<file path="config.mk">
export PLATFORM = sky130hd
export DESIGN_NAME = priority_sorted_process_queue_unit
export DESIGN_NICKNAME = d
export VERILOG_FILES = /design/src/design/psq_pkg.sv /design/src/design/psq_ctrl.sv /design/src/design/psq_datapath.sv /design/src/design/priority_sorted_process_queue_unit.sv
export SDC_FILE = /design/constraint.sdc
export NUM_CORES = 1
export LEC_CHECK = 0
export ABC_AREA = 1
export BUFFER_PORTS_ARGS = -buffer_cell sky130_fd_sc_hd__buf_2
export CAP_MARGIN = 10
export CELL_PAD_IN_SITES_DETAIL_PLACEMENT = 1
export CELL_PAD_IN_SITES_GLOBAL_PLACEMENT = 2
export CORE_UTILIZATION = 42
export DETAILED_ROUTE_END_ITERATION = 6
export GPL_TIMING_DRIVEN = 0
export PLACE_DENSITY_LB_ADDON = 0.1
export SLEW_MARGIN = 20
export SYNTH_ARGS = -nofsm -noshare
export SYNTH_HDL_FRONTEND = slang
export SYNTH_SLANG_ARGS = --single-unit
</file>
<file path="constraint.sdc">
create_clock -name clk -period 4.7 [get_ports clk]
set_input_delay 0.47 -clock clk [delete_from_list [all_inputs] [get_ports clk]]
set_output_delay 0.47 -clock clk [all_outputs]
set_load 0.02 [all_outputs]
</file>
<file path="src/design/psq_pkg.sv">
// Shared types and constants for the priority sorted process queue.
// No dependencies; imported by the controller, the datapath and the top level.
package psq_pkg;

    // Sizing of the ordered list
    localparam int MAX_ENTRIES    = 16;
    localparam int PRIORITY_WIDTH = 8;
    localparam int ID_SLOTS       = 16;
    localparam int IDX_W          = $clog2(MAX_ENTRIES);
    localparam int CNT_W          = $clog2(MAX_ENTRIES + 1);

    // Operation codes carried by a request
    typedef enum logic [2:0] {
        OP_INSERT   = 3'd0,
        OP_POP      = 3'd1,
        OP_REMOVE   = 3'd2,
        OP_CONTAINS = 3'd3,
        OP_PEEK     = 3'd4
    } op_t;

    // Which list entry the single read port looks at
    typedef enum logic [1:0] {
        RD_HERE = 2'd0,
        RD_NEXT = 2'd1,
        RD_PREV = 2'd2
    } rd_mode_t;

    // Controller states
    typedef enum logic [3:0] {
        ST_IDLE,
        ST_DECODE,
        ST_FIND,
        ST_CLOSE,
        ST_NEXT,
        ST_SEEK,
        ST_OPEN,
        ST_DONE
    } state_t;

    // Commands from controller to datapath
    typedef struct packed {
        logic     capture;
        rd_mode_t rd_mode;
        logic     idx_clear;
        logic     idx_inc;
        logic     idx_dec;
        logic     idx_load_count;
        logic     pos_save;
        logic     shift_down;
        logic     shift_up;
        logic     place;
        logic     count_dec;
        logic     flag_clear_id;
        logic     flag_clear_head;
        logic     set_found;
        logic     rid_head;
        logic     rid_zero;
        logic     load_result;
    } cmd_t;

    // Status from datapath to controller
    typedef struct packed {
        op_t  op;
        logic flag_hit;
        logic id_match;
        logic idx_last;
        logic seek_go;
        logic idx_gt_pos;
        logic empty;
        logic full;
        logic out_busy;
    } stat_t;

endpackage

</file>
<file path="src/design/psq_ctrl.sv">
// Controller state machine of the priority sorted process queue.
// Depends on psq_pkg; drives the datapath by cmd_t and reads stat_t.
module psq_ctrl (
    input  logic           clk,
    input  logic           rst_n,
    input  logic           in_valid,
    output logic           in_stall,
    input  psq_pkg::stat_t stat,
    output psq_pkg::cmd_t  cmd
);
    import psq_pkg::*;

    state_t state_reg;
    state_t state_next;

    // Hold the current state
    always_ff @(posedge clk or negedge rst_n)
    begin
        if (!rst_n)
        begin
            state_reg <= ST_IDLE;
        end
        else
        begin
            state_reg <= state_next;
        end
    end

    // Work out the next state
    always_comb
    begin
        state_next = state_reg;
        case (state_reg)
            ST_IDLE:
            begin
                if (in_valid)
                begin
                    state_next = ST_DECODE;
                end
            end
            ST_DECODE:
            begin
                case (stat.op)
                    OP_INSERT:   state_next = stat.flag_hit ? ST_FIND : ST_NEXT;
                    OP_POP:      state_next = stat.empty ? ST_DONE : ST_CLOSE;
                    OP_REMOVE:   state_next = stat.flag_hit ? ST_FIND : ST_DONE;
                    default:     state_next = ST_DONE;
                endcase
            end
            ST_FIND:
            begin
                if (stat.id_match)
                begin
                    state_next = ST_CLOSE;
                end
                else if (stat.idx_last)
                begin
                    state_next = ST_NEXT;
                end
            end
            ST_CLOSE:
            begin
                if (stat.idx_last)
                begin
                    state_next = ST_NEXT;
                end
            end
            ST_NEXT:
            begin
                if (stat.op == OP_INSERT && !stat.full)
                begin
                    state_next = ST_SEEK;
                end
                else
                begin
                    state_next = ST_DONE;
                end
            end
            ST_SEEK:
            begin
                if (!stat.seek_go)
                begin
                    state_next = ST_OPEN;
                end
            end
            ST_OPEN:
            begin
                if (!stat.idx_gt_pos)
                begin
                    state_next = ST_DONE;
                end
            end
            ST_DONE:
            begin
                if (!stat.out_busy)
                begin
                    state_next = ST_IDLE;
                end
            end
            default:
            begin
                state_next = ST_IDLE;
            end
        endcase
    end

    // Drive commands for the datapath
    always_comb
    begin
        cmd      = '0;
        in_stall = 1'b1;
        case (state_reg)
            ST_IDLE:
            begin
                in_stall    = 1'b0;
                cmd.capture = in_valid;
            end
            ST_DECODE:
            begin
                cmd.idx_clear = 1'b1;
                case (stat.op)
                    OP_INSERT, OP_REMOVE, OP_CONTAINS:
                    begin
                        cmd.set_found = stat.flag_hit;
                    end
                    OP_POP:
                    begin
                        cmd.set_found       = !stat.empty;
                        cmd.rid_head        = !stat.empty;
                        cmd.rid_zero        = stat.empty;
                        cmd.flag_clear_head = !stat.empty;
                    end
                    OP_PEEK:
                    begin
                        cmd.set_found = !stat.empty;
                        cmd.rid_head  = !stat.empty;
                        cmd.rid_zero  = stat.empty;
                    end
                    default:
                    begin
                        cmd.set_found = 1'b0;
                    end
                endcase
            end
            ST_FIND:
            begin
                cmd.rd_mode       = RD_HERE;
                cmd.flag_clear_id = stat.id_match;
                cmd.idx_inc       = !stat.id_match && !stat.idx_last;
            end
            ST_CLOSE:
            begin
                cmd.rd_mode    = RD_NEXT;
                cmd.shift_down = !stat.idx_last;
                cmd.idx_inc    = !stat.idx_last;
                cmd.count_dec  = stat.idx_last;
            end
            ST_NEXT:
            begin
                cmd.idx_clear = 1'b1;
            end
            ST_SEEK:
            begin
                cmd.rd_mode        = RD_HERE;
                cmd.idx_inc        = stat.seek_go;
                cmd.pos_save       = !stat.seek_go;
                cmd.idx_load_count = !stat.seek_go;
            end
            ST_OPEN:
            begin
                cmd.rd_mode  = RD_PREV;
                cmd.shift_up = stat.idx_gt_pos;
                cmd.idx_dec  = stat.idx_gt_pos;
                cmd.place    = !stat.idx_gt_pos;
            end
            ST_DONE:
            begin
                cmd.load_result = !stat.out_busy;
            end
            default:
            begin
                in_stall = 1'b1;
            end
        endcase
    end

endmodule

</file>
<file path="src/design/psq_datapath.sv">
// Datapath of the priority sorted process queue: ordered list, membership
// flags, walk index and result register. Depends on psq_pkg.
module psq_datapath (
    input  logic           clk,
    input  logic           rst_n,
    input  psq_pkg::cmd_t  cmd,
    output psq_pkg::stat_t stat,
    input  logic [2:0]     operation,
    input  logic [3:0]     process_id,
    input  logic [7:0]     priority_req,
    output logic           out_valid,
    input  logic           out_stall,
    output logic           found,
    output logic [3:0]     result_id,
    output logic           empty_res,
    output logic [4:0]     entry_count
);
    import psq_pkg::*;

    logic [3:0]                ids_reg   [MAX_ENTRIES];
    logic [PRIORITY_WIDTH-1:0] prios_reg [MAX_ENTRIES];
    logic [ID_SLOTS-1:0]       flags_reg;
    logic [CNT_W-1:0]          count_reg;
    logic [CNT_W-1:0]          idx_reg;
    logic [CNT_W-1:0]          pos_reg;

    op_t                       op_reg;
    logic [3:0]                id_reg;
    logic [PRIORITY_WIDTH-1:0] prio_reg;
    logic                      found_reg;
    logic [3:0]                rid_reg;

    logic                      out_valid_reg;
    logic                      out_found_reg;
    logic [3:0]                out_rid_reg;
    logic                      out_empty_reg;
    logic [4:0]                out_count_reg;

    logic [PRIORITY_WIDTH+7:0] prio_ext;
    logic [CNT_W-1:0]          rd_pos;
    logic [CNT_W-1:0]          wr_pos;
    logic [3:0]                rd_id;
    logic [PRIORITY_WIDTH-1:0] rd_prio;
    logic [CNT_W:0]            idx_plus;
    logic [CNT_W+4:0]          count_ext;

    // Keep the low priority bits of the request
    assign prio_ext = {{PRIORITY_WIDTH{1'b0}}, priority_req};

    // Select the single read address of the list
    always_comb
    begin
        case (cmd.rd_mode)
            RD_NEXT: rd_pos = idx_reg + 1'b1;
            RD_PREV: rd_pos = idx_reg - 1'b1;
            default: rd_pos = idx_reg;
        endcase
    end

    assign rd_id    = ids_reg[rd_pos[IDX_W-1:0]];
    assign rd_prio  = prios_reg[rd_pos[IDX_W-1:0]];
    assign wr_pos   = cmd.place ? pos_reg : idx_reg;
    assign idx_plus = {1'b0, idx_reg} + 1'b1;

    // Report status to the controller
    always_comb
    begin
        stat.op         = op_reg;
        stat.flag_hit   = flags_reg[id_reg];
        stat.id_match   = (rd_id == id_reg);
        stat.idx_last   = (idx_plus >= {1'b0, count_reg});
        stat.seek_go    = (idx_reg < count_reg) && (prio_reg < rd_prio);
        stat.idx_gt_pos = (idx_reg > pos_reg);
        stat.empty      = (count_reg == '0);
        stat.full       = (count_reg == CNT_W'(MAX_ENTRIES));
        stat.out_busy   = out_valid_reg && out_stall;
    end

    // Capture the request fields
    always_ff @(posedge clk)
    begin
        if (cmd.capture)
        begin
            op_reg   <= op_t'(operation);
            id_reg   <= process_id;
            prio_reg <= prio_ext[PRIORITY_WIDTH-1:0];
        end
    end

    // Build the working result
    always_ff @(posedge clk)
    begin
        if (cmd.capture)
        begin
            found_reg <= 1'b0;
            rid_reg   <= process_id;
        end
        else
        begin
            if (cmd.set_found)
            begin
                found_reg <= 1'b1;
            end
            if (cmd.rid_head)
            begin
                rid_reg <= ids_reg[0];
            end
            else if (cmd.rid_zero)
            begin
                rid_reg <= '0;
            end
        end
    end

    // Advance the walk index and hold the insert position
    always_ff @(posedge clk)
    begin
        if (cmd.idx_clear)
        begin
            idx_reg <= '0;
        end
        else if (cmd.idx_load_count)
        begin
            idx_reg <= count_reg;
        end
        else if (cmd.idx_inc)
        begin
            idx_reg <= idx_reg + 1'b1;
        end
        else if (cmd.idx_dec)
        begin
            idx_reg <= idx_reg - 1'b1;
        end
        if (cmd.pos_save)
        begin
            pos_reg <= idx_reg;
        end
    end

    // Shift entries and place the new id
    always_ff @(posedge clk)
    begin
        if (cmd.shift_down || cmd.shift_up)
        begin
            ids_reg[wr_pos[IDX_W-1:0]]   <= rd_id;
            prios_reg[wr_pos[IDX_W-1:0]] <= rd_prio;
        end
        else if (cmd.place)
        begin
            ids_reg[wr_pos[IDX_W-1:0]]   <= id_reg;
            prios_reg[wr_pos[IDX_W-1:0]] <= prio_reg;
        end
    end

    // Track the entry count and the membership flags
    always_ff @(posedge clk or negedge rst_n)
    begin
        if (!rst_n)
        begin
            count_reg <= '0;
            flags_reg <= '0;
        end
        else
        begin
            if (cmd.count_dec)
            begin
                count_reg <= count_reg - 1'b1;
            end
            else if (cmd.place)
            begin
                count_reg <= count_reg + 1'b1;
            end
            if (cmd.flag_clear_head)
            begin
                flags_reg[ids_reg[0]] <= 1'b0;
            end
            if (cmd.flag_clear_id)
            begin
                flags_reg[id_reg] <= 1'b0;
            end
            if (cmd.place)
            begin
                flags_reg[id_reg] <= 1'b1;
            end
        end
    end

    // Hold the result until the receiver takes it
    always_ff @(posedge clk or negedge rst_n)
    begin
        if (!rst_n)
        begin
            out_valid_reg <= 1'b0;
        end
        else if (cmd.load_result)
        begin
            out_valid_reg <= 1'b1;
        end
        else if (!out_stall)
        begin
            out_valid_reg <= 1'b0;
        end
    end

    assign count_ext = {5'b0, count_reg};

    always_ff @(posedge clk)
    begin
        if (cmd.load_result)
        begin
            out_found_reg <= found_reg;
            out_rid_reg   <= rid_reg;
            out_empty_reg <= (count_reg == '0);
            out_count_reg <= count_ext[4:0];
        end
    end

    assign out_valid   = out_valid_reg;
    assign found       = out_found_reg;
    assign result_id   = out_rid_reg;
    assign empty_res   = out_empty_reg;
    assign entry_count = out_count_reg;

endmodule

</file>
<file path="src/design/priority_sorted_process_queue_unit.sv">
// Top level of the priority sorted process queue.
// Depends on psq_pkg, psq_ctrl and psq_datapath.
//
// Keeps up to MAX_ENTRIES process ids in descending priority order, newest
// first among equal priorities. One request on the input channel (operation,
// process_id, priority_req) gives exactly one result on the output channel
// (found, result_id, empty_res, entry_count).
// Both channels use valid/stall; a request is taken when in_valid is high
// and in_stall low, a result when out_valid is high and out_stall low.
// One request is in flight at a time: in_stall stays high from the cycle
// after acceptance until the result has been written to the output register.
// Contains, peek, unknown codes, pop of an empty queue and remove of an absent
// id give their result without a list walk; pop, remove and insert walk the
// list, which reads one entry and shifts one entry per cycle.
// The next request can be taken in the cycle after the result is written.
// A result waiting under out_stall does not block the next request; only its
// completion waits for the output register to free up.
// Reset empties the queue and clears all membership flags at once.
module priority_sorted_process_queue_unit (
    input  logic       clk,
    input  logic       rst_n,
    input  logic       in_valid,
    output logic       in_stall,
    input  logic [2:0] operation,
    input  logic [3:0] process_id,
    input  logic [7:0] priority_req,
    output logic       out_valid,
    input  logic       out_stall,
    output logic       found,
    output logic [3:0] result_id,
    output logic       empty_res,
    output logic [4:0] entry_count
);
    import psq_pkg::*;

    cmd_t  cmd;
    stat_t stat;

    psq_ctrl u_ctrl (
        .clk      (clk),
        .rst_n    (rst_n),
        .in_valid (in_valid),
        .in_stall (in_stall),
        .stat     (stat),
        .cmd      (cmd)
    );

    psq_datapath u_datapath (
        .clk          (clk),
        .rst_n        (rst_n),
        .cmd          (cmd),
        .stat         (stat),
        .operation    (operation),
        .process_id   (process_id),
        .priority_req (priority_req),
        .out_valid    (out_valid),
        .out_stall    (out_stall),
        .found        (found),
        .result_id    (result_id),
        .empty_res    (empty_res),
        .entry_count  (entry_count)
    );

endmodule

</file>
After elaboration in Yosys (flattened, before gate mapping)
Memories as Yosys holds them, arrays and structs flattened.
Cells that the tools add are included.
- $add $sub $neg: 5
- reduce and logical (&&, ||, !) cells: 24
- bitwise logic cells: 7
- order comparisons: 8
- eq/ne operators: 20
- muxes and demuxes: 56
- operator list (operator ; count):
    two-way mux 16 bit ; 3
    two-way mux 4 bit ; 12
    bitwise AND 16 bit ; 2
    NOT 16 bit ; 2
    one-hot mux 4 bit (8 select lines) ; 1
    two-way mux 5 bit ; 5
    two-way mux 1 bit ; 19
    equality test 4 x 3 -> 1 bit (second input constant) ; 4
    bitwise OR 16 bit ; 1
    one-hot mux 4 bit (3 select lines) ; 1
    adder 5 x 1 -> 5 bit (second input constant) ; 2
    less-than comparator 4 x 5 -> 1 bit (second input constant) ; 2
    subtractor 5 x 1 -> 5 bit (second input constant) ; 2
    two-way mux 3 bit ; 3
    demux 1 bit (select 4 bit) ; 2
    equality test 4 x 2 -> 1 bit (second input constant) ; 2
    greater-or-equal comparator 4 x 1 -> 1 bit (second input constant) ; 2
    less-than comparator 8 bit ; 1
    two-way mux 2 bit ; 4
    two-way mux 8 bit ; 1
    != test 2 bit (second input constant) ; 4
    one-hot mux 4 bit (2 select lines) ; 1
    zero test 1 bit ; 7
    adder 5 x 1 -> 6 bit (second input constant) ; 1
    other kinds (27) ; 36
- word-level logic and storage cells: 137
- output and inout port bits: 13
- RAM bits: 192
- memories: 2
- bits in registers: 67
- bits of input ports: 19
- memories (memory ; depth ; width ; read ports ; clocked after memory_dff ; wr ports ; line ; source):
    u_datapath.prios_reg ; 16 ; 8 ; 1 ; 0 ; 1 ; psq_datapath.sv:21 ; logic [PRIORITY_WIDTH-1:0] prios_reg [MAX_ENTRIES];
    u_datapath.ids_reg ; 16 ; 4 ; 2 ; 0 ; 1 ; psq_datapath.sv:20 ; logic [3:0] ids_reg [MAX_ENTRIES];

Logic depth before layout (Yosys ltp)
Gate-level depths: netlist of run 1.
An unclocked memory read counts as a cell.
- word-level depth: 12
- mapped depth: 32
- gate-level depth less buffers: 30

Hierarchy
Synthesis of run 1 repeated with hierarchy kept, for this count alone.
- cells, all modules: 1110
- area, all modules: 12046.6 µm²
- by module, submodules not included (module ; times used ; area each (µm²) ; cells each ; sequential area each (µm²)):
    psq_datapath ; 1 ; 11468.5 ; 1003 ; 7487.2
    psq_ctrl ; 1 ; 578.1 ; 107 ; 100.1

Worst setup path after synthesis of run 1
Ideal clock, no wire load.
- kind: register to register
- start: register u_ctrl.state_reg[3]
- end: register u_datapath.idx_reg[2]
- data arrival time: 4.034 ns
- data required time: 4.590 ns
- path buffers: 3
- setup time: 0.110 ns
- clock period less this slack: 4.143 ns
- slack: 0.557 ns
- cell stages (with the launch flop): 27
- path through: dfrtp_1 nor2_1 inv_1 nor3_1 ha_1 nor2_1 nand2_2 nand2_2 buf_2 clkbuf_1 clkbuf_1 nor2_1 o221ai_1 o211ai_1 nand2_1 inv_2 ha_1 a21oi_1 o211ai_1 a21oi_1 nand3_4 nand2_4 clkinv_2 nand3_1 nand3_1 nand2_1 inv_1
- word-level cells in the longest chain between the ends: 11
- elaborated cells on any way between the ends: 26
- classes of those cells: order compare: 1; eq/ne: 9; mux: 8; reduce/logical: 6; memory: 2
- ends and longest elaborated chain (item ; line ; source):
    start, declared ; psq_ctrl.sv:13 ; state_t state_reg;
    start signal, assigned ; psq_ctrl.sv:25 ; state_reg <= state_next;
    parallel branches: the longest is 11 deep, another holds memory read (16 x 8 bit) ; n/a ;
    end signal, assigned ; psq_datapath.sv:124 ; idx_reg <= count_reg;
    end signal, assigned ; psq_datapath.sv:128 ; idx_reg <= idx_reg + 1'b1;
    end signal, assigned ; psq_datapath.sv:132 ; idx_reg <= idx_reg - 1'b1;
    end, declared ; psq_datapath.sv:24 ; logic [CNT_W-1:0] idx_reg;
Several ways; the timed one is not identified.
A chain may end at the register's enable or synchronous reset.

Final worst setup path of run 1
Ends and elaborated chain as after synthesis.

==> results of run 1 <==
==> cells in the final DEF, fill, tap and decap left out, drive strengths merged, types with 4 or more instances in the layout <==
cell	instances
ha	29
a31oi	5
o211ai	16
clkinv	14
nand3b	28
buf	77
nand3	141
clkbuf	58
o221ai	23
nand4	4
nand2	206
a21oi	30
inv	131
nor2	106
dfrtp	26
edfxtp	227
a22oi	4
o22ai	6
o21ai	97
nor3	8
dfxtp	6
xor2	5
==> metal layers <==
metal | routed length, µm | vias to the layer above | GRT usage
li1 | - | 4209 | -
met1 | 15800 | 4464 | 0.334
met2 | 17900 | 206 | 0.438
met3 | 1670 | 62 | 0.0370
met4 | 1150 | 2 | 0.0815
met5 | 45 | - | 0.0122
==> metrics by stage <==
step	utilization	instance area [µm²]	instances	setup WS [ps]	power (µW)
2_1_floorplan	-	12100	1156	557	5280
3_3_place_gp	0.454	12700	1565	-927	6280
3_5_place_dp	0.465	13000	1585	-1130	6460
4_1_cts	0.498	13900	1638	0.482	8520
5_1_grt	0.501	14000	1637	-12.6	9000
6_report	0.501	14000	1637	309	8500
==> final timing paths <==
kind	slack, ps	from	depth (start not counted)	to
worst max-delay path	310	u_ctrl.state_reg[3]	26	u_datapath.idx_reg[2]
worst min-delay path	80	priority_req[4]	1	u_datapath.prio_reg[4]
worst max register to register	310	u_ctrl.state_reg[3]	26	u_datapath.idx_reg[2]
worst min register to register	440	u_datapath.rid_reg[1]	0	u_datapath.result_id[1]
max in group asynchronous	3730	rst_n	2	u_ctrl.state_reg[0]
min in group asynchronous	500	rst_n	2	u_datapath.flags_reg[6]
==> area by class of cell <==
cell class	instances	area [µm²]
Timing Repair Buffer	56	454
Multi-Input combinational cell	718	3900
Clock inverter	14	78.8
Fill cell	3091	14000
Buffer	42	294
Inverter	132	497
Tap cell	378	473
Clock buffer	38	738
Sequential cell	259	7590
==> where the power goes <==
group,internal (µW),switching [µW],leakage (µW)
Combinational,911,2230,0.00259
Sequential,3230,132,0.00245
Clock,1100,907,0.000401
Total,5240,3270,0.00544
==> cells by family (layout without fill, tap and decap cells) <==
family | Yosys count | in the layout | share of synthesized area
flops | 259 | 259 | 0.628
other cells | 1 | 1 | 0.000310
compound gates | 185 | 185 | 0.0917
mux | 1 | 1 | 0.000828
buf+inv | 179 | 282 | 0.0603
simple gates | 495 | 495 | 0.183
fa+ha+maj | 30 | 30 | 0.0317
xor+xnor | 6 | 6 | 0.00435
==> repair_timing <==
action	in CTS	in global routing
cloned	0	0
pin swaps	1	4
hold buffers	1	0
setup buffers	3	1
setup endpoints to repair	125	13
gates resized for setup	33	35
endpoints found under the hold margin	26	0
==> metrics.csv, run 1 <==
metric;value;unit
final_nets;1286;
drc;0;
hold_viol_final;0;
core;0.0280;mm²
drt-wirelength-per-cell;22.3;µm
drive_above_1_share;0.151;
row_count;61;
synth_ff_type;edfxtp_1;
yosysMostFrequentCell;edfxtp_1;
leakagePower;0.00544;µW
fmax;228;MHz
grt_pass1_vias;9400;
cap_violations;0;
numCtsBuffers;28;
synth-seq-cells;259;
synth_edf_count;227;
cp.buffers_inverters;9;
finalCriticalPeriod;4390;ps
gp_congestion;0.809;
clock-root-buffer;clkbuf_16;
fp.dieH;172;µm
cp-start-kind;register;
worst_slew_pin_slew;1170;ps
largest_register_ffs;128;
finalMaxSlewViolations;0;
clockBufferDepth;3;
finalSetupTns;0;ps
hold_path.class;input port to register;
htreeDepth;1;
crit_path_max_incr_delay;400;ps
port_buffers;31;
max_slew_margin;0.220;
ios;32;
syn_inst;1156;
antenna_left;0;
grt_pass1_wl;55600;µm
dieArea;0.0295;mm²
crit_family;simple AND/OR/NAND/NOR gates;
first_iter_violations;615;
fin_hold_ws;82.6;ps
synth-seq-area-share;0.628;
clock_skew;24.7;ps
grt.total_usage;0.257;
crit_path_end_kind;register;
grt-ovfl-total;0;
crit_type;register to register;
synth_top_area_share;0.564;
yosys-top-cells-count;edfxtp_1 (227), nand2_1 (199), nand3_1 (138);
cp_data_arrival_time;4830;ps
syn-cell-area;0.0121;mm²
p_per_area;606;mW/mm²
post-dp-hpwl;25500;µm
grt_max_degree;27;
cts.sinks;259;
avgViaCountPerCell;5.46;
synth_cell_types;44;
die_w;172;µm
vias;8943;
clkLatencyLatePin;560;ps
areaGrowthSynthToFinish;16.1;%
clk_pin_slew;60;ps
async_flop_share;0.100;
synth_area_leader_cell;edfxtp_1;
worst_ep_required_time;5140;ps
dr.pass1.iters;5;
period_share;0.934;
status;finished, final reports clean;
diodes;0;
vdd_ir_drop_max;305;µV
cts_tree;built;
yosys_warnings;0;
setup_viol;0;
crit_fanout;10;
critPathSlowestCell;dfrtp_1;
start_util;0.431;
synth.net_count;1205;
routed_wl;36500;µm
synth.avg_cell_area;10.5;µm²
ys_top_cells_by_area;edfxtp_1 (56%), nand2_1 (6.2%), nand3_1 (5.7%), dfrtp_1 (5.4%), o21ai_0 (3.9%);
antenna_found_initial;0;
Note: power is estimated with default switching activity, not from simulation.
==> run 2, diff against run 1 <==
--- a/config.mk
+++ b/config.mk
@@ -5,12 +5,12 @@
 export SDC_FILE = /design/constraint.sdc
 export NUM_CORES = 1
 export LEC_CHECK = 0
-export ABC_AREA = 1
+export ABC_AREA = 0
 export BUFFER_PORTS_ARGS = -buffer_cell sky130_fd_sc_hd__buf_2
 export CAP_MARGIN = 10
 export CELL_PAD_IN_SITES_DETAIL_PLACEMENT = 1
 export CELL_PAD_IN_SITES_GLOBAL_PLACEMENT = 2
-export CORE_UTILIZATION = 42
+export CORE_UTILIZATION = 45
 export DETAILED_ROUTE_END_ITERATION = 6
 export GPL_TIMING_DRIVEN = 0
 export PLACE_DENSITY_LB_ADDON = 0.1
==> run 2 against run 1 <==
- register-to-register slack lost 530 ps
- largest power group is now combinational cells
- global-route usage increased by 2.5 points
- the run now ends with negative setup slack left
- highest routed layer is now met4
- hold slack better by 18 ps
- via count increased by 1.2%
==> metrics.csv, run 2 <==
metric;value;unit;change
instances_no_fill;1486;;-9.2%
numCtsBuffers;28;;unchanged
avgViaCountPerCell;6.09;;+11%
leakagePower;0.00559;µW;+2.8%
synth_top_area_share;0.545;;-0.0190
yosys_warnings;0;;unchanged
largest_register_ffs;128;;unchanged
r2r_cells;23;;-12%
dpl.cell_count;1354;;-15%
r2r_end;u_datapath.idx_reg[4];;
clockBufferDepth;3;;unchanged
p_switching;3620;µW;+11%
vdd_ir_drop_max;421;µV;+38%
drc;0;;unchanged
port_buffers;31;;unchanged
cts.sinks;259;;unchanged
row_count;60;;-1.6%
die_w;169;µm;-1.7%
final_area;0.0158;mm²;+13%
fp.dieH;169;µm;-1.7%
pwr-share-comb;0.439;;+0.070
yosys-top-cells-count;edfxtp_1 (227), nand2_1 (88), nor2_1 (52), o21ai_0 (52), mux4_2 (45);;
crit_start;u_ctrl.state_reg[2];;
synth-seq-cells;259;;unchanged
ys_top_cells_by_area;edfxtp_1 (55%), mux4_2 (8.1%), dfrtp_1 (5.2%), ha_1 (2.9%), nand2_1 (2.6%);;
ios;32;;unchanged
layout_common_cells;edfxtp_1 (227), buf_4 (81), nand2_1 (79);;
crit_path_end_kind;register;;
p_total;9660;µW;+14%
rsz0062_at_grt;true;;
grt_busiest_layer;met2;;
clkLatencyLatePin;590;ps;+30 ps
yosysMostFrequentCell;edfxtp_1;;
crit_type;register to register;;
layout_commonest_cell;edfxtp_1;;
worst_ep_required_time;5130;ps;about the same
synth.net_count;975;;-19%
finalSetupTns;-767;ps;-767 ps
p_int;6040;µW;+15%
async_flop_share;0.100;;unchanged
grt_pass1_vias;9254;;-1.6%
setup_slack;-218;ps;-526 ps
synth-seq-area-share;0.607;;-0.0211
crit_path_end;u_datapath.idx_reg[4];;
crit_path_max_incr_delay;460;ps;+60 ps
synth_area_leader_cell;edfxtp_1;;
critPathSlowestCell;or3_4;;
worst_slew_pin_slew;1030;ps;-141 ps
hold_start;priority_req[7];;
path_cells;nor2b_4 > nand3b_1 > inv_2 > ha_4 > buf_6 > o21bai_4 > o21a_1 > buf_6 > buf_12 > buf_12 > mux4_2 > nand2_2 > nand2_2 > a21oi_4 > ha_4 > a21oi_4 > nor2b_4 > o21ai_2 > nand3_2 > or3_4 > and3_4 > o311a_1 > o311a_1;;
synth_edf_count;227;;unchanged
drive_above_1_share;0.333;;+0.182
htreeDepth;1;;unchanged
first_iter_violations;900;;+46%
crit_fanout;5;;-5
post-dp-hpwl;27300;µm;+6.9%
clk_pin_slew;60;ps;about the same
grt_pass1_wl;58800;µm;+5.7%
clock_skew;51.6;ps;+26.9 ps
period_share;1.05;;+0.112
r2r-start;u_ctrl.state_reg[2];;
placed_area;0.0136;mm²;+4.3%
p_sw_frac;0.375;;-0.00936
cap_violations;0;;unchanged
clockPowerShare;0.214;;-0.022
drt-wirelength-per-cell;27.0;µm;+21%
max_slew_margin;0.311;;+0.0907
clock-root-buffer;clkbuf_16;;
hold_path.class;input port to register;;
status;complete, but fails checks;;
start_util;0.461;;+0.0300
cp_data_arrival_time;5340;ps;+510 ps
fillCellCount;2619;;-15%
final_nets;1143;;-11%
use_met3;0.0339;;-0.00314
synth.avg_cell_area;13.5;µm²;+29%
cts_tree;built;;
synth_cell_types;80;;+82%
grt_max_degree;27;;unchanged
final_util;0.583;;+0.0824
diodes;0;;unchanged
ff2ff_setup_slack;-220;ps;-530 ps
p_per_area;611;mW/mm²;+0.83%
syn-cell-area;0.0125;mm²;+3.5%
grt.total_usage;0.282;;+0.0252
vias;9051;;+1.2%
use_met2;0.482;;+0.0437
gp_congestion;0.858;;+6.1%
hold_viol_final;0;;unchanged
syn_inst;926;;-20%
synth_ff_type;edfxtp_1;;
setup_viol;6;;+6
fmax;203;MHz;-11%
dieArea;0.0285;mm²;-3.4%
grt-ovfl-total;0;;unchanged
use_met1;0.383;;+0.0483
antenna_found_initial;0;;unchanged
core;0.0271;mm²;-3.2%
routed_wl;40100;µm;+9.8%
antenna_left;0;;unchanged
finalCriticalPeriod;4920;ps;+526 ps
finalMaxSlewViolations;0;;unchanged
dr.pass1.iters;5;;unchanged
areaGrowthSynthToFinish;26.4;%;
pwr-share-seq;0.347;;-0.048
failed_checks;negative setup slack;;
cp-start-kind;register;;
==> run 2: layer usage <==
metal  part of all wire  up-vias
met4              0.025        0
li1                   -     3981
met1               0.43     4698
met5                  0        -
met2               0.50      305
met3              0.054       67
==> run 2: worst min path at each step <==
stage,endpoint,slack [ps],depth (start not counted)
2_1_floorplan,u_ctrl.state_reg[0],170,0
3_3_place_gp,u_datapath.result_id[3],400,0
3_5_place_dp,u_datapath.result_id[3],410,0
4_1_cts,u_datapath.prio_reg[7],90,1
5_1_grt,u_datapath.prio_reg[2],90,1
6_report,u_datapath.prio_reg[7],100,1
==> run 2: kinds of logic after synthesis <==
| kind of cell | after synthesis | share of synthesized area |
|---|---|---|
| and+or+nand+nor | 264 | 0.103 |
| DFF | 259 | 0.607 |
| AOI/OAI and AO/OA | 208 | 0.114 |
| muxes | 78 | 0.109 |
| buffers and inverters | 73 | 0.0263 |
| adders and majority gates | 30 | 0.0306 |
| xor gates and xnor gates | 13 | 0.00910 |
| other | 1 | 0.000300 |
==> run 2: critical path, delay by kind of cell, from the launching register on <==
kind	cells	cell delay (ps)
buffers and inverters	5	670
AND/OR/NAND/NOR	8	1370
adder cells (fa/ha/maj)	2	450
flip-flops	1	430
AO/OA/AOI/OAI	7	1430
multiplexers	1	430
==> run 2: cell type report <==
type / instances / area, µm² / area share
Clock inverter: 16 / 126 / 0.00799
Inverter: 22 / 98.8 / 0.00625
Clock buffer: 34 / 723 / 0.0457
Multi-Input combinational cell: 595 / 5170 / 0.327
Sequential cell: 259 / 7590 / 0.480
Timing Repair Buffer: 141 / 1210 / 0.0765
Buffer: 47 / 415 / 0.0263
Tap cell: 372 / 465 / 0.0294
==> run 2: stage by stage <==
stage / setup WS (ps) / hold slack (ps)
floorplan: -35.2 / 174
CTS: -142 / 88.0
finish: -218 / 100
global placement: -2010 / 401
global route: -373 / 90.0
detailed placement: -2130 / 407
==> run 2: power by group through the flow <==
stage / clock network, µW / registers (µW) / logic (µW)
floorplan: 0 / 3330 / 2310
global placement: 0 / 3410 / 3250
detailed placement: 0 / 3370 / 3510
CTS: 2100 / 3340 / 3980
global route: 2180 / 3370 / 4550
finish: 2070 / 3350 / 4240
==> run 2: what timing repair did <==
action                                  in CTS  in global routing
hold buffers                                 1                  0
gates cloned                                 2                  3
pin swaps                                   22                 21
buffers inserted                            58                 26
endpoints found under the hold margin       25                  0
endpoints found under the setup margin     347                195
resized for setup                           92                 56
